--- src/rtl/msched_pkg.sv ---
// Shared constants and types of the multi-timer deadline scheduler.
// Used by msched_pick, the top level and the testbench; depends on nothing.
package msched_pkg;

   localparam int SLOTS     = 16;
   localparam int SLOT_W    = $clog2(SLOTS);
   localparam int ID_W      = 4;
   localparam int TIME_W    = 32;
   localparam int DELAY_W   = 31;
   localparam int MEM_W     = DELAY_W + TIME_W;
   localparam int MAX_OUT   = 16;
   localparam int LIST_W    = $clog2(MAX_OUT);
   localparam int NFIRE_W   = $clog2(MAX_OUT + 1);
   localparam int CNT_W     = $clog2(SLOTS + 1);

   localparam logic [DELAY_W-1:0] DELAY_MAX = '1;
   localparam logic [TIME_W-1:0]  TIME_SIGN = {1'b1, {(TIME_W-1){1'b0}}};

   localparam logic [1:0] OP_START  = 2'd0;
   localparam logic [1:0] OP_CANCEL = 2'd1;
   localparam logic [1:0] OP_TICK   = 2'd2;

   // Control from the sequencer to the deadline comparator.
   typedef struct packed {
      logic              clr;
      logic              vld;
      logic              armed;
      logic              picked;
      logic              pick_en;
      logic [SLOT_W-1:0] idx;
   } pick_ctl_type;

   // Outcome of one pass over the timer memory.
   typedef struct packed {
      logic               due_fnd;
      logic [SLOT_W-1:0]  due_idx;
      logic [DELAY_W-1:0] due_per;
      logic               st_idle;
      logic [DELAY_W-1:0] st_delay;
   } pick_res_type;

endpackage

--- src/rtl/msched_ram.sv ---
// Generic single-port-write, single-port-read RAM with registered read data.
// Depends on nothing.
module msched_ram #(
   parameter int WIDTH = 8,
   parameter int DEPTH = 16
) (
   input  logic                     clock,
   input  logic                     wr_en,
   input  logic [$clog2(DEPTH)-1:0] wr_addr,
   input  logic [WIDTH-1:0]         wr_data,
   input  logic [$clog2(DEPTH)-1:0] rd_addr,
   output logic [WIDTH-1:0]         rd_data
);

   logic [WIDTH-1:0] mem [DEPTH];
   logic [WIDTH-1:0] rd_data_ff;

   always_ff @(posedge clock) begin
      if (wr_en) begin
         mem[wr_addr] <= wr_data;
      end
      rd_data_ff <= mem[rd_addr];
   end

   assign rd_data = rd_data_ff;

endmodule

--- src/rtl/msched_pick.sv ---
// Deadline comparator: follows the entries read from the timer memory during
// one pass and keeps the earliest due candidate and the earliest armed timer.
// Depends on msched_pkg.
module msched_pick (
   input  logic                         clock,
   input  logic                         reset,
   input  logic [msched_pkg::TIME_W-1:0] now,
   input  msched_pkg::pick_ctl_type     ctl,
   input  logic [msched_pkg::MEM_W-1:0] rd_data,
   output msched_pkg::pick_res_type     res
);
   import msched_pkg::*;

   logic [TIME_W-1:0]  dl;
   logic [DELAY_W-1:0] per;
   logic [TIME_W-1:0]  diff;
   logic [TIME_W-1:0]  key;
   logic               due;
   logic               take_due;
   logic               take_arm;
   logic [TIME_W-1:0]  sdiff;
   logic               sdue;

   logic               due_fnd_ff, due_fnd_in;
   logic [TIME_W-1:0]  due_key_ff, due_key_in;
   logic [SLOT_W-1:0]  due_idx_ff, due_idx_in;
   logic [DELAY_W-1:0] due_per_ff, due_per_in;
   logic               arm_fnd_ff, arm_fnd_in;
   logic [TIME_W-1:0]  arm_key_ff, arm_key_in;

   always_comb begin
      dl   = rd_data[TIME_W-1:0];
      per  = rd_data[MEM_W-1:TIME_W];
      diff = dl - now;
      // Flipping the sign bit makes unsigned order follow the signed distance.
      key  = diff ^ TIME_SIGN;
      due  = (diff == '0) || diff[TIME_W-1];

      take_due = ctl.vld && ctl.pick_en && ctl.armed && !ctl.picked && due &&
                 (!due_fnd_ff || (key < due_key_ff));
      take_arm = ctl.vld && ctl.armed && (!arm_fnd_ff || (key < arm_key_ff));

      due_fnd_in = due_fnd_ff;
      due_key_in = due_key_ff;
      due_idx_in = due_idx_ff;
      due_per_in = due_per_ff;
      arm_fnd_in = arm_fnd_ff;
      arm_key_in = arm_key_ff;

      if (ctl.clr) begin
         due_fnd_in = 1'b0;
         arm_fnd_in = 1'b0;
      end else begin
         if (take_due) begin
            due_fnd_in = 1'b1;
            due_key_in = key;
            due_idx_in = ctl.idx;
            due_per_in = per;
         end
         if (take_arm) begin
            arm_fnd_in = 1'b1;
            arm_key_in = key;
         end
      end
   end

   always_ff @(posedge clock) begin
      if (reset) begin
         due_fnd_ff <= 1'b0;
         arm_fnd_ff <= 1'b0;
      end else begin
         due_fnd_ff <= due_fnd_in;
         arm_fnd_ff <= arm_fnd_in;
      end
      due_key_ff <= due_key_in;
      due_idx_ff <= due_idx_in;
      due_per_ff <= due_per_in;
      arm_key_ff <= arm_key_in;
   end

   always_comb begin
      sdiff = arm_key_ff ^ TIME_SIGN;
      sdue  = (sdiff == '0) || sdiff[TIME_W-1];

      res.due_fnd = due_fnd_ff;
      res.due_idx = due_idx_ff;
      res.due_per = due_per_ff;
      res.st_idle = !arm_fnd_ff;
      if (!arm_fnd_ff || sdue) begin
         res.st_delay = '0;
      end else if (sdiff > TIME_W'(DELAY_MAX)) begin
         res.st_delay = DELAY_MAX;
      end else begin
         res.st_delay = sdiff[DELAY_W-1:0];
      end
   end

endmodule

--- src/rtl/multi_timer_deadline_scheduler_unit.sv ---
// Top level of the multi-timer deadline scheduler: sequencer, armed flags,
// fired list and result registers. Depends on msched_pkg, msched_ram, msched_pick.
//
//   channel   ports                                             direction
//   request   start, busy, req_op, req_slot_id, req_delay_ms,   in (busy out)
//             req_periodic
//   response  rsp_strobe, rsp_fired, rsp_fired_slot, rsp_last,  out
//             rsp_next_delay, rsp_idle
//
// Deadlines and periods live in one memory that is read one slot a cycle.
// Each pass over the slots picks at most one expiring timer.
// A start or cancel makes one pass before its result; a tick that fires
// k > 0 timers makes k + 1 passes, and its results come last.
// Results of one item come in back-to-back cycles; busy falls with the last.
// Synchronous reset disarms all timers and clears the millisecond counter.
module multi_timer_deadline_scheduler_unit (
   input  logic                            clock,
   input  logic                            reset,
   input  logic                            start,
   output logic                            busy,
   input  logic [1:0]                      req_op,
   input  logic [msched_pkg::ID_W-1:0]     req_slot_id,
   input  logic [msched_pkg::DELAY_W-1:0]  req_delay_ms,
   input  logic                            req_periodic,
   output logic                            rsp_strobe,
   output logic                            rsp_fired,
   output logic [msched_pkg::ID_W-1:0]     rsp_fired_slot,
   output logic                            rsp_last,
   output logic [msched_pkg::DELAY_W-1:0]  rsp_next_delay,
   output logic                            rsp_idle
);
   import msched_pkg::*;

   typedef enum logic [1:0] {
      S_IDLE,
      S_SCAN,
      S_DECIDE,
      S_EMIT
   } state_type;

   state_type          state_ff, state_in;
   logic [CNT_W-1:0]   cnt_ff, cnt_in;
   logic [TIME_W-1:0]  now_ff, now_in;
   logic [SLOTS-1:0]   armed_ff, armed_in;
   logic [SLOTS-1:0]   per_flag_ff, per_flag_in;
   logic [SLOTS-1:0]   picked_ff, picked_in;
   logic               tick_ff, tick_in;
   logic [NFIRE_W-1:0] nfire_ff, nfire_in;
   logic [NFIRE_W-1:0] ecnt_ff, ecnt_in;
   logic [SLOT_W-1:0]  list_ff [MAX_OUT];
   logic [SLOT_W-1:0]  list_in [MAX_OUT];
   logic               rd_vld_ff, rd_vld_in;
   logic [SLOT_W-1:0]  rd_idx_ff, rd_idx_in;

   logic               rsp_strobe_ff, rsp_strobe_in;
   logic               rsp_fired_ff, rsp_fired_in;
   logic [ID_W-1:0]    rsp_slot_ff, rsp_slot_in;
   logic               rsp_last_ff, rsp_last_in;
   logic [DELAY_W-1:0] rsp_delay_ff, rsp_delay_in;
   logic               rsp_idle_ff, rsp_idle_in;

   logic               accept;
   logic               slot_ok;
   logic [SLOT_W-1:0]  req_idx;
   logic               emit_last;

   logic               mem_we;
   logic [SLOT_W-1:0]  mem_waddr;
   logic [MEM_W-1:0]   mem_wdata;
   logic [MEM_W-1:0]   mem_rdata;

   pick_ctl_type       pick_ctl;
   pick_res_type       pick_res;

   msched_ram #(
      .WIDTH (MEM_W),
      .DEPTH (SLOTS)
   ) u_timer_ram (
      .clock   (clock),
      .wr_en   (mem_we),
      .wr_addr (mem_waddr),
      .wr_data (mem_wdata),
      .rd_addr (cnt_ff[SLOT_W-1:0]),
      .rd_data (mem_rdata)
   );

   msched_pick u_pick (
      .clock   (clock),
      .reset   (reset),
      .now     (now_ff),
      .ctl     (pick_ctl),
      .rd_data (mem_rdata),
      .res     (pick_res)
   );

   assign accept  = start && (state_ff == S_IDLE);
   assign slot_ok = (32'(req_slot_id) < 32'(SLOTS));
   assign req_idx = SLOT_W'(req_slot_id);
   assign emit_last = (nfire_ff == '0) || ((ecnt_ff + 1'b1) == nfire_ff);

   always_comb begin
      pick_ctl.clr     = accept || ((state_ff == S_DECIDE) && pick_res.due_fnd);
      pick_ctl.vld     = rd_vld_ff;
      pick_ctl.armed   = armed_ff[rd_idx_ff];
      pick_ctl.picked  = picked_ff[rd_idx_ff];
      pick_ctl.pick_en = tick_ff && (nfire_ff < NFIRE_W'(MAX_OUT));
      pick_ctl.idx     = rd_idx_ff;
   end

   always_comb begin
      state_in    = state_ff;
      cnt_in      = cnt_ff;
      now_in      = now_ff;
      armed_in    = armed_ff;
      per_flag_in = per_flag_ff;
      picked_in   = picked_ff;
      tick_in     = tick_ff;
      nfire_in    = nfire_ff;
      ecnt_in     = ecnt_ff;
      list_in     = list_ff;
      rd_vld_in   = 1'b0;
      rd_idx_in   = rd_idx_ff;

      rsp_strobe_in = 1'b0;
      rsp_fired_in  = rsp_fired_ff;
      rsp_slot_in   = rsp_slot_ff;
      rsp_last_in   = rsp_last_ff;
      rsp_delay_in  = rsp_delay_ff;
      rsp_idle_in   = rsp_idle_ff;

      mem_we    = 1'b0;
      mem_waddr = req_idx;
      mem_wdata = {req_delay_ms, now_ff + TIME_W'(req_delay_ms)};

      case (state_ff)
         S_IDLE: begin
            if (start) begin
               tick_in   = (req_op == OP_TICK);
               picked_in = '0;
               nfire_in  = '0;
               cnt_in    = '0;
               state_in  = S_SCAN;
               case (req_op)
                  OP_START: begin
                     if (slot_ok) begin
                        mem_we               = 1'b1;
                        armed_in[req_idx]    = 1'b1;
                        per_flag_in[req_idx] = req_periodic;
                     end
                  end
                  OP_CANCEL: begin
                     if (slot_ok) begin
                        armed_in[req_idx] = 1'b0;
                     end
                  end
                  OP_TICK: begin
                     now_in = now_ff + 1'b1;
                  end
                  default: begin
                  end
               endcase
            end
         end
         S_SCAN: begin
            // Read data is registered, so the last entry is compared while the
            // counter holds SLOTS.
            if (cnt_ff == CNT_W'(SLOTS)) begin
               state_in = S_DECIDE;
            end else begin
               rd_vld_in = 1'b1;
               rd_idx_in = cnt_ff[SLOT_W-1:0];
               cnt_in    = cnt_ff + 1'b1;
            end
         end
         S_DECIDE: begin
            if (pick_res.due_fnd) begin
               picked_in[pick_res.due_idx]          = 1'b1;
               list_in[nfire_ff[LIST_W-1:0]]        = pick_res.due_idx;
               nfire_in                             = nfire_ff + 1'b1;
               if (per_flag_ff[pick_res.due_idx]) begin
                  mem_we    = 1'b1;
                  mem_waddr = pick_res.due_idx;
                  mem_wdata = {pick_res.due_per, now_ff + TIME_W'(pick_res.due_per)};
               end else begin
                  armed_in[pick_res.due_idx] = 1'b0;
               end
               cnt_in   = '0;
               state_in = S_SCAN;
            end else begin
               // The last pass saw the final timer state: its status holds.
               ecnt_in  = '0;
               state_in = S_EMIT;
            end
         end
         S_EMIT: begin
            rsp_strobe_in = 1'b1;
            rsp_fired_in  = (nfire_ff != '0);
            rsp_slot_in   = (nfire_ff != '0) ? ID_W'(list_ff[ecnt_ff[LIST_W-1:0]]) : '0;
            rsp_last_in   = emit_last;
            rsp_delay_in  = pick_res.st_delay;
            rsp_idle_in   = pick_res.st_idle;
            if (emit_last) begin
               state_in = S_IDLE;
            end else begin
               ecnt_in = ecnt_ff + 1'b1;
            end
         end
         default: begin
            state_in = S_IDLE;
         end
      endcase
   end

   always_ff @(posedge clock) begin
      if (reset) begin
         state_ff      <= S_IDLE;
         cnt_ff        <= '0;
         now_ff        <= '0;
         armed_ff      <= '0;
         per_flag_ff   <= '0;
         picked_ff     <= '0;
         tick_ff       <= 1'b0;
         nfire_ff      <= '0;
         ecnt_ff       <= '0;
         rd_vld_ff     <= 1'b0;
         rsp_strobe_ff <= 1'b0;
      end else begin
         state_ff      <= state_in;
         cnt_ff        <= cnt_in;
         now_ff        <= now_in;
         armed_ff      <= armed_in;
         per_flag_ff   <= per_flag_in;
         picked_ff     <= picked_in;
         tick_ff       <= tick_in;
         nfire_ff      <= nfire_in;
         ecnt_ff       <= ecnt_in;
         rd_vld_ff     <= rd_vld_in;
         rsp_strobe_ff <= rsp_strobe_in;
      end
      list_ff      <= list_in;
      rd_idx_ff    <= rd_idx_in;
      rsp_fired_ff <= rsp_fired_in;
      rsp_slot_ff  <= rsp_slot_in;
      rsp_last_ff  <= rsp_last_in;
      rsp_delay_ff <= rsp_delay_in;
      rsp_idle_ff  <= rsp_idle_in;
   end

   assign busy           = (state_ff != S_IDLE);
   assign rsp_strobe     = rsp_strobe_ff;
   assign rsp_fired      = rsp_fired_ff;
   assign rsp_fired_slot = rsp_slot_ff;
   assign rsp_last       = rsp_last_ff;
   assign rsp_next_delay = rsp_delay_ff;
   assign rsp_idle       = rsp_idle_ff;

   a_idle_no_delay: assert property (@(posedge clock) disable iff (reset)
      rsp_strobe && rsp_idle |-> (rsp_next_delay == '0))
      else $error("idle result reports a nonzero delay");

   a_burst_contiguous: assert property (@(posedge clock) disable iff (reset)
      rsp_strobe && !rsp_last |=> rsp_strobe && rsp_fired)
      else $error("results of one item are not back to back");

   a_status_only: assert property (@(posedge clock) disable iff (reset)
      rsp_strobe && !rsp_fired |-> rsp_last && (rsp_fired_slot == '0))
      else $error("status result is not a single final result");

   a_accept_busy: assert property (@(posedge clock) disable iff (reset)
      start && !busy |=> busy && !rsp_strobe)
      else $error("accepted item did not start processing");

endmodule

--- config.mk ---
export PLATFORM = sky130hd
export DESIGN_NAME = multi_timer_deadline_scheduler_unit
export DESIGN_NICKNAME = d
export VERILOG_FILES = /design/src/rtl/msched_pkg.sv /design/src/rtl/msched_ram.sv /design/src/rtl/msched_pick.sv /design/src/rtl/multi_timer_deadline_scheduler_unit.sv
export SDC_FILE = /design/constraint.sdc
export NUM_CORES = 2
export LEC_CHECK = 0
export BUFFER_PORTS_ARGS = -buffer_cell sky130_fd_sc_hd__buf_2
export CELL_PAD_IN_SITES_DETAIL_PLACEMENT = 0
export CELL_PAD_IN_SITES_GLOBAL_PLACEMENT = 1
export CORE_ASPECT_RATIO = 0.9
export CORE_MARGIN = 1.5
export CORE_UTILIZATION = 55
export CTS_BUF_LIST = sky130_fd_sc_hd__clkbuf_4 sky130_fd_sc_hd__clkbuf_8
export DETAILED_ROUTE_END_ITERATION = 7
export PLACE_DENSITY = 0.83
export SKIP_CTS_REPAIR_TIMING = 1
export SLEW_MARGIN = 20
export SYNTH_ARGS = -nofsm -noshare
export SYNTH_HDL_FRONTEND = slang
export SYNTH_SLANG_ARGS = --single-unit
--- constraint.sdc ---
create_clock -name clock -period 16.1 [get_ports clock]
set_input_delay 3.22 -clock clock [delete_from_list [all_inputs] [get_ports clock]]
set_output_delay 3.22 -clock clock [all_outputs]
set_load 0.005 [all_outputs]
==> impl_metrics.toml <==
[pwr]
p_int_uw = 5768
powerDensity_nw_per_um2 = 113.3
seq_power_share_pct = 53.2
pwr-share-comb_pct = 6.1
clock_power_share_pct = 40.6
peakVddDrop_mv = 0.09708
switching_share_pct = 21.74
leakage_uw = 0.02190
p_switching_uw = 1602

[worst_setup_path]
cp-end-kind = "flip-flop"
worstSetupStartpointType = "flip-flop"
r2r-end = "u_pick.due_per_ff[16]"
rr_worst_depth = 19
r2r-start = "now_ff[1]"
endpoint = "u_pick.due_per_ff[16]"
path_class = "flip-flop to flip-flop"
path_max_fanout = 54
ff2ff_setup_slack_ns = 9.74
cp.arrival_ns = 6.86
required_ns = 16.59
cp-startpoint = "now_ff[1]"

[final_layout]
instances_no_fill = 5229
drive_gt1_share_pct = 23.56
n_fill_cell = 7376
multi_input_area_um2 = 17750
fin_util_pct = 61.76
area_growth_pct = 11.56
seq_area_um2 = 39740
layout.nets = 3873

[cts]
cts_buffers = 207
numClockSinks = 1378
clk_pin_slew_ns = 0.06
clock-root-buffer = "clkbuf_8"
cts_buffer_depth = 3
clock_latency_ns = 0.89
cts_tree = "done"
htree_num_levels = 4

[placement]
gp_congestion = 0.8670
io_buffers = 80
place_inst = 4841
dp_hpwl_mm = 82.63

[logic_synthesis]
ys_seq_area_share_pct = 68.13
synth.area.top_cells = "edfxtp_1 62%, mux4_2 13%, dfxtp_1 5.7%"
syn_area_um2 = 58310
synth.distinct_cells = 96
synth_edf_count = 1213
synthArstFlopShare_pct = 0
synth_nets = 3668
synth_area_per_cell_um2 = 16.83
synth_top_area_share_pct = 62.47
synth_top_cell_by_area = "edfxtp_1"
synthCells = 3465
synth-main-ff-cell = "edfxtp_1"
yosys_warnings = 0
synth-seq-cells = 1378

[worst_hold_path]
hp-class = "flip-flop to flip-flop"

[detailed_routing]
num_vias = 32127
via_per_inst = 6.144
firstDrtPassIters = 5
wirelength_mm = 132.3
wl_per_cell_um = 25.29
drt_iter0_markers = 2997
drc = 0
ant_nets = 0

[sta]
rsz0062_at_grt = "no"
clock_skew_ns = 0.05761
fin_tns_setup_ns = 0
setup_viol = 0
period_needed_ns = 6.361
worst_pin_slew_ns = 1.063
fin_crit_sh_pct = 39.51
drv_slew = 0
max_slew_margin_pct = 28.90
fmax_mhz = 157.2
finalHoldViolCount = 0

[grt]
grt_overflow = 0
track_usage_pct = 24.80
antenna_found_initial = 8
first_global_vias = 32144
grt_max_degree = 111
grt_pass1_wl_mm = 198.7

[floorplan]
fp.dieW_um = 346.2
die_h_um = 311.9
dieArea_um2 = 108000
start_util_pct = 55.36
io_pins = 81
rows = 113
core_um2 = 105300

[run]
max_cap_viol_count = 0

[status]
status = "completed"
==> placed cells by master, fill, tap and decap left out, drive strengths merged, types with 44 or more instances in the layout <==
cell    synthesis  final
edfxtp       1213   1213
mux4          350    350
clkbuf         97    312
nand2         213    213
a21oi         186    186
dfxtp         165    165
ha            159    159
inv           136    145
nor2          143    143
buf            50    143
o21ai         105    105
xnor2          69     69
nand3          68     68
a21o           55     55
clkinv          0     51
nor4           44     44
==> final cells by class <==
| cell class | instances | share of cell area (%) |
|---|---|---|
| repair buffers | 143 | 1.362 |
| clock inverters | 72 | 1.000 |
| multi-input cells | 1804 | 27.29 |
| inverters | 136 | 0.7848 |
| well taps | 1380 | 2.654 |
| flip-flops and latches | 1378 | 61.10 |
| diodes | 4 | 0.01539 |
| clock buffers | 312 | 5.793 |
==> synth_stat cells (11+ instances only) <==
library cell / n
nand2_1: 213
nor3_1: 34
o21ai_0: 97
nand3_1: 68
nand2b_1: 15
nor4_1: 43
clkbuf_1: 96
mux4_2: 343
a21o_1: 55
xnor2_1: 69
ha_1: 159
inv_1: 136
nor2_1: 143
or3_1: 18
and3_1: 22
buf_1: 39
o21a_1: 18
and2_1: 33
a211oi_1: 16
nand4_1: 22
xor2_1: 36
edfxtp_1: 1213
a21oi_1: 183
dfxtp_1: 165
nor2b_1: 21
o21bai_1: 13
a31oi_1: 11
==> power groups by stage <==
stage / logic [µW] / registers, µW / clock network [µW]
2_1_floorplan: 339 / 3990 / 0
3_3_place_gp: 444 / 4000 / 0
3_5_place_dp: 452 / 4000 / 0
4_1_cts: 454 / 3920 / 3050
5_1_grt: 498 / 3920 / 3200
6_report: 451 / 3920 / 2990
==> kinds of logic (layout without fill, tap and decap cells) <==
group / Yosys count / after routing / synth area share (%)
simple gates: 675 / 675 / 5.691
buf+inv: 283 / 663 / 1.873
flops: 1378 / 1378 / 68.13
fa+ha+maj: 164 / 164 / 3.551
compound gates: 502 / 502 / 5.474
mux: 358 / 358 / 13.70
other cells: 0 / 4 / 0
xor+xnor: 105 / 105 / 1.577
==> sequential cells by signal, summed over array words and instances, names as in the netlist, 31 cells and up, named ones only <==
register / flops
list_ff: 64
now_ff: 32
rsp_next_delay: 31
u_pick.arm_key_ff: 32
u_pick.due_key_ff: 32
u_pick.due_per_ff: 31
u_timer_ram.mem: 1008
u_timer_ram.rd_data: 63
==> through the flow <==
step	total power, µW	hold slack (ns)	instance area, µm²	setup slack [ns]
floorplan	4330	0.3855	58310	6.290
global placement	4443	0.3855	60570	8.913
detailed placement	4452	0.3895	60580	8.874
CTS	7424	0.4046	65000	9.725
global route	7624	0.4082	65050	9.354
finish	7370	0.4029	65050	9.739
==> routing by layer <==
| layer | wire, µm | GRT usage [%] |
|---|---|---|
| met3 | 12030 | 5.647 |
| met2 | 61160 | 38.04 |
| met1 | 56320 | 36.08 |
| met4 | 2712 | 6.828 |
| met5 | 39 | 0 |
==> how the worst min path moves through the flow <==
stage,start,slack [ns],cells past startpoint,endpoint
after detailed placement,u_timer_ram.rd_data[52],0.39,0,u_pick.due_per_ff[20]
after CTS,u_timer_ram.rd_data[46],0.40,0,u_pick.due_per_ff[14]
final,u_timer_ram.rd_data[41],0.40,0,u_pick.due_per_ff[9]
after floorplan,u_timer_ram.rd_data[32],0.39,0,u_pick.due_per_ff[0]
after global routing,u_timer_ram.rd_data[42],0.41,0,u_pick.due_per_ff[10]
after global placement,u_timer_ram.rd_data[52],0.39,0,u_pick.due_per_ff[20]
==> worst max-delay path, stage by stage, from the launching register on <==
cell and delay [ns]:
dfxtp_1 0.73, inv_1 0.38, ha_1 0.41, nor2b_1 0.13, o2111ai_1 0.19, nand4_1 0.28, a21boi_2 0.13, o31ai_4 0.41
a21oi_2 0.13, o211ai_1 0.26, and3_1 0.30, ha_1 0.28, a21o_1 0.16, a21o_1 0.16, a21oi_1 0.15, o21ai_0 0.12
a21oi_1 0.20, nand4b_1 0.18, a21oi_4 0.44, buf_4 0.85
Note: power is estimated with default switching activity, not from simulation.
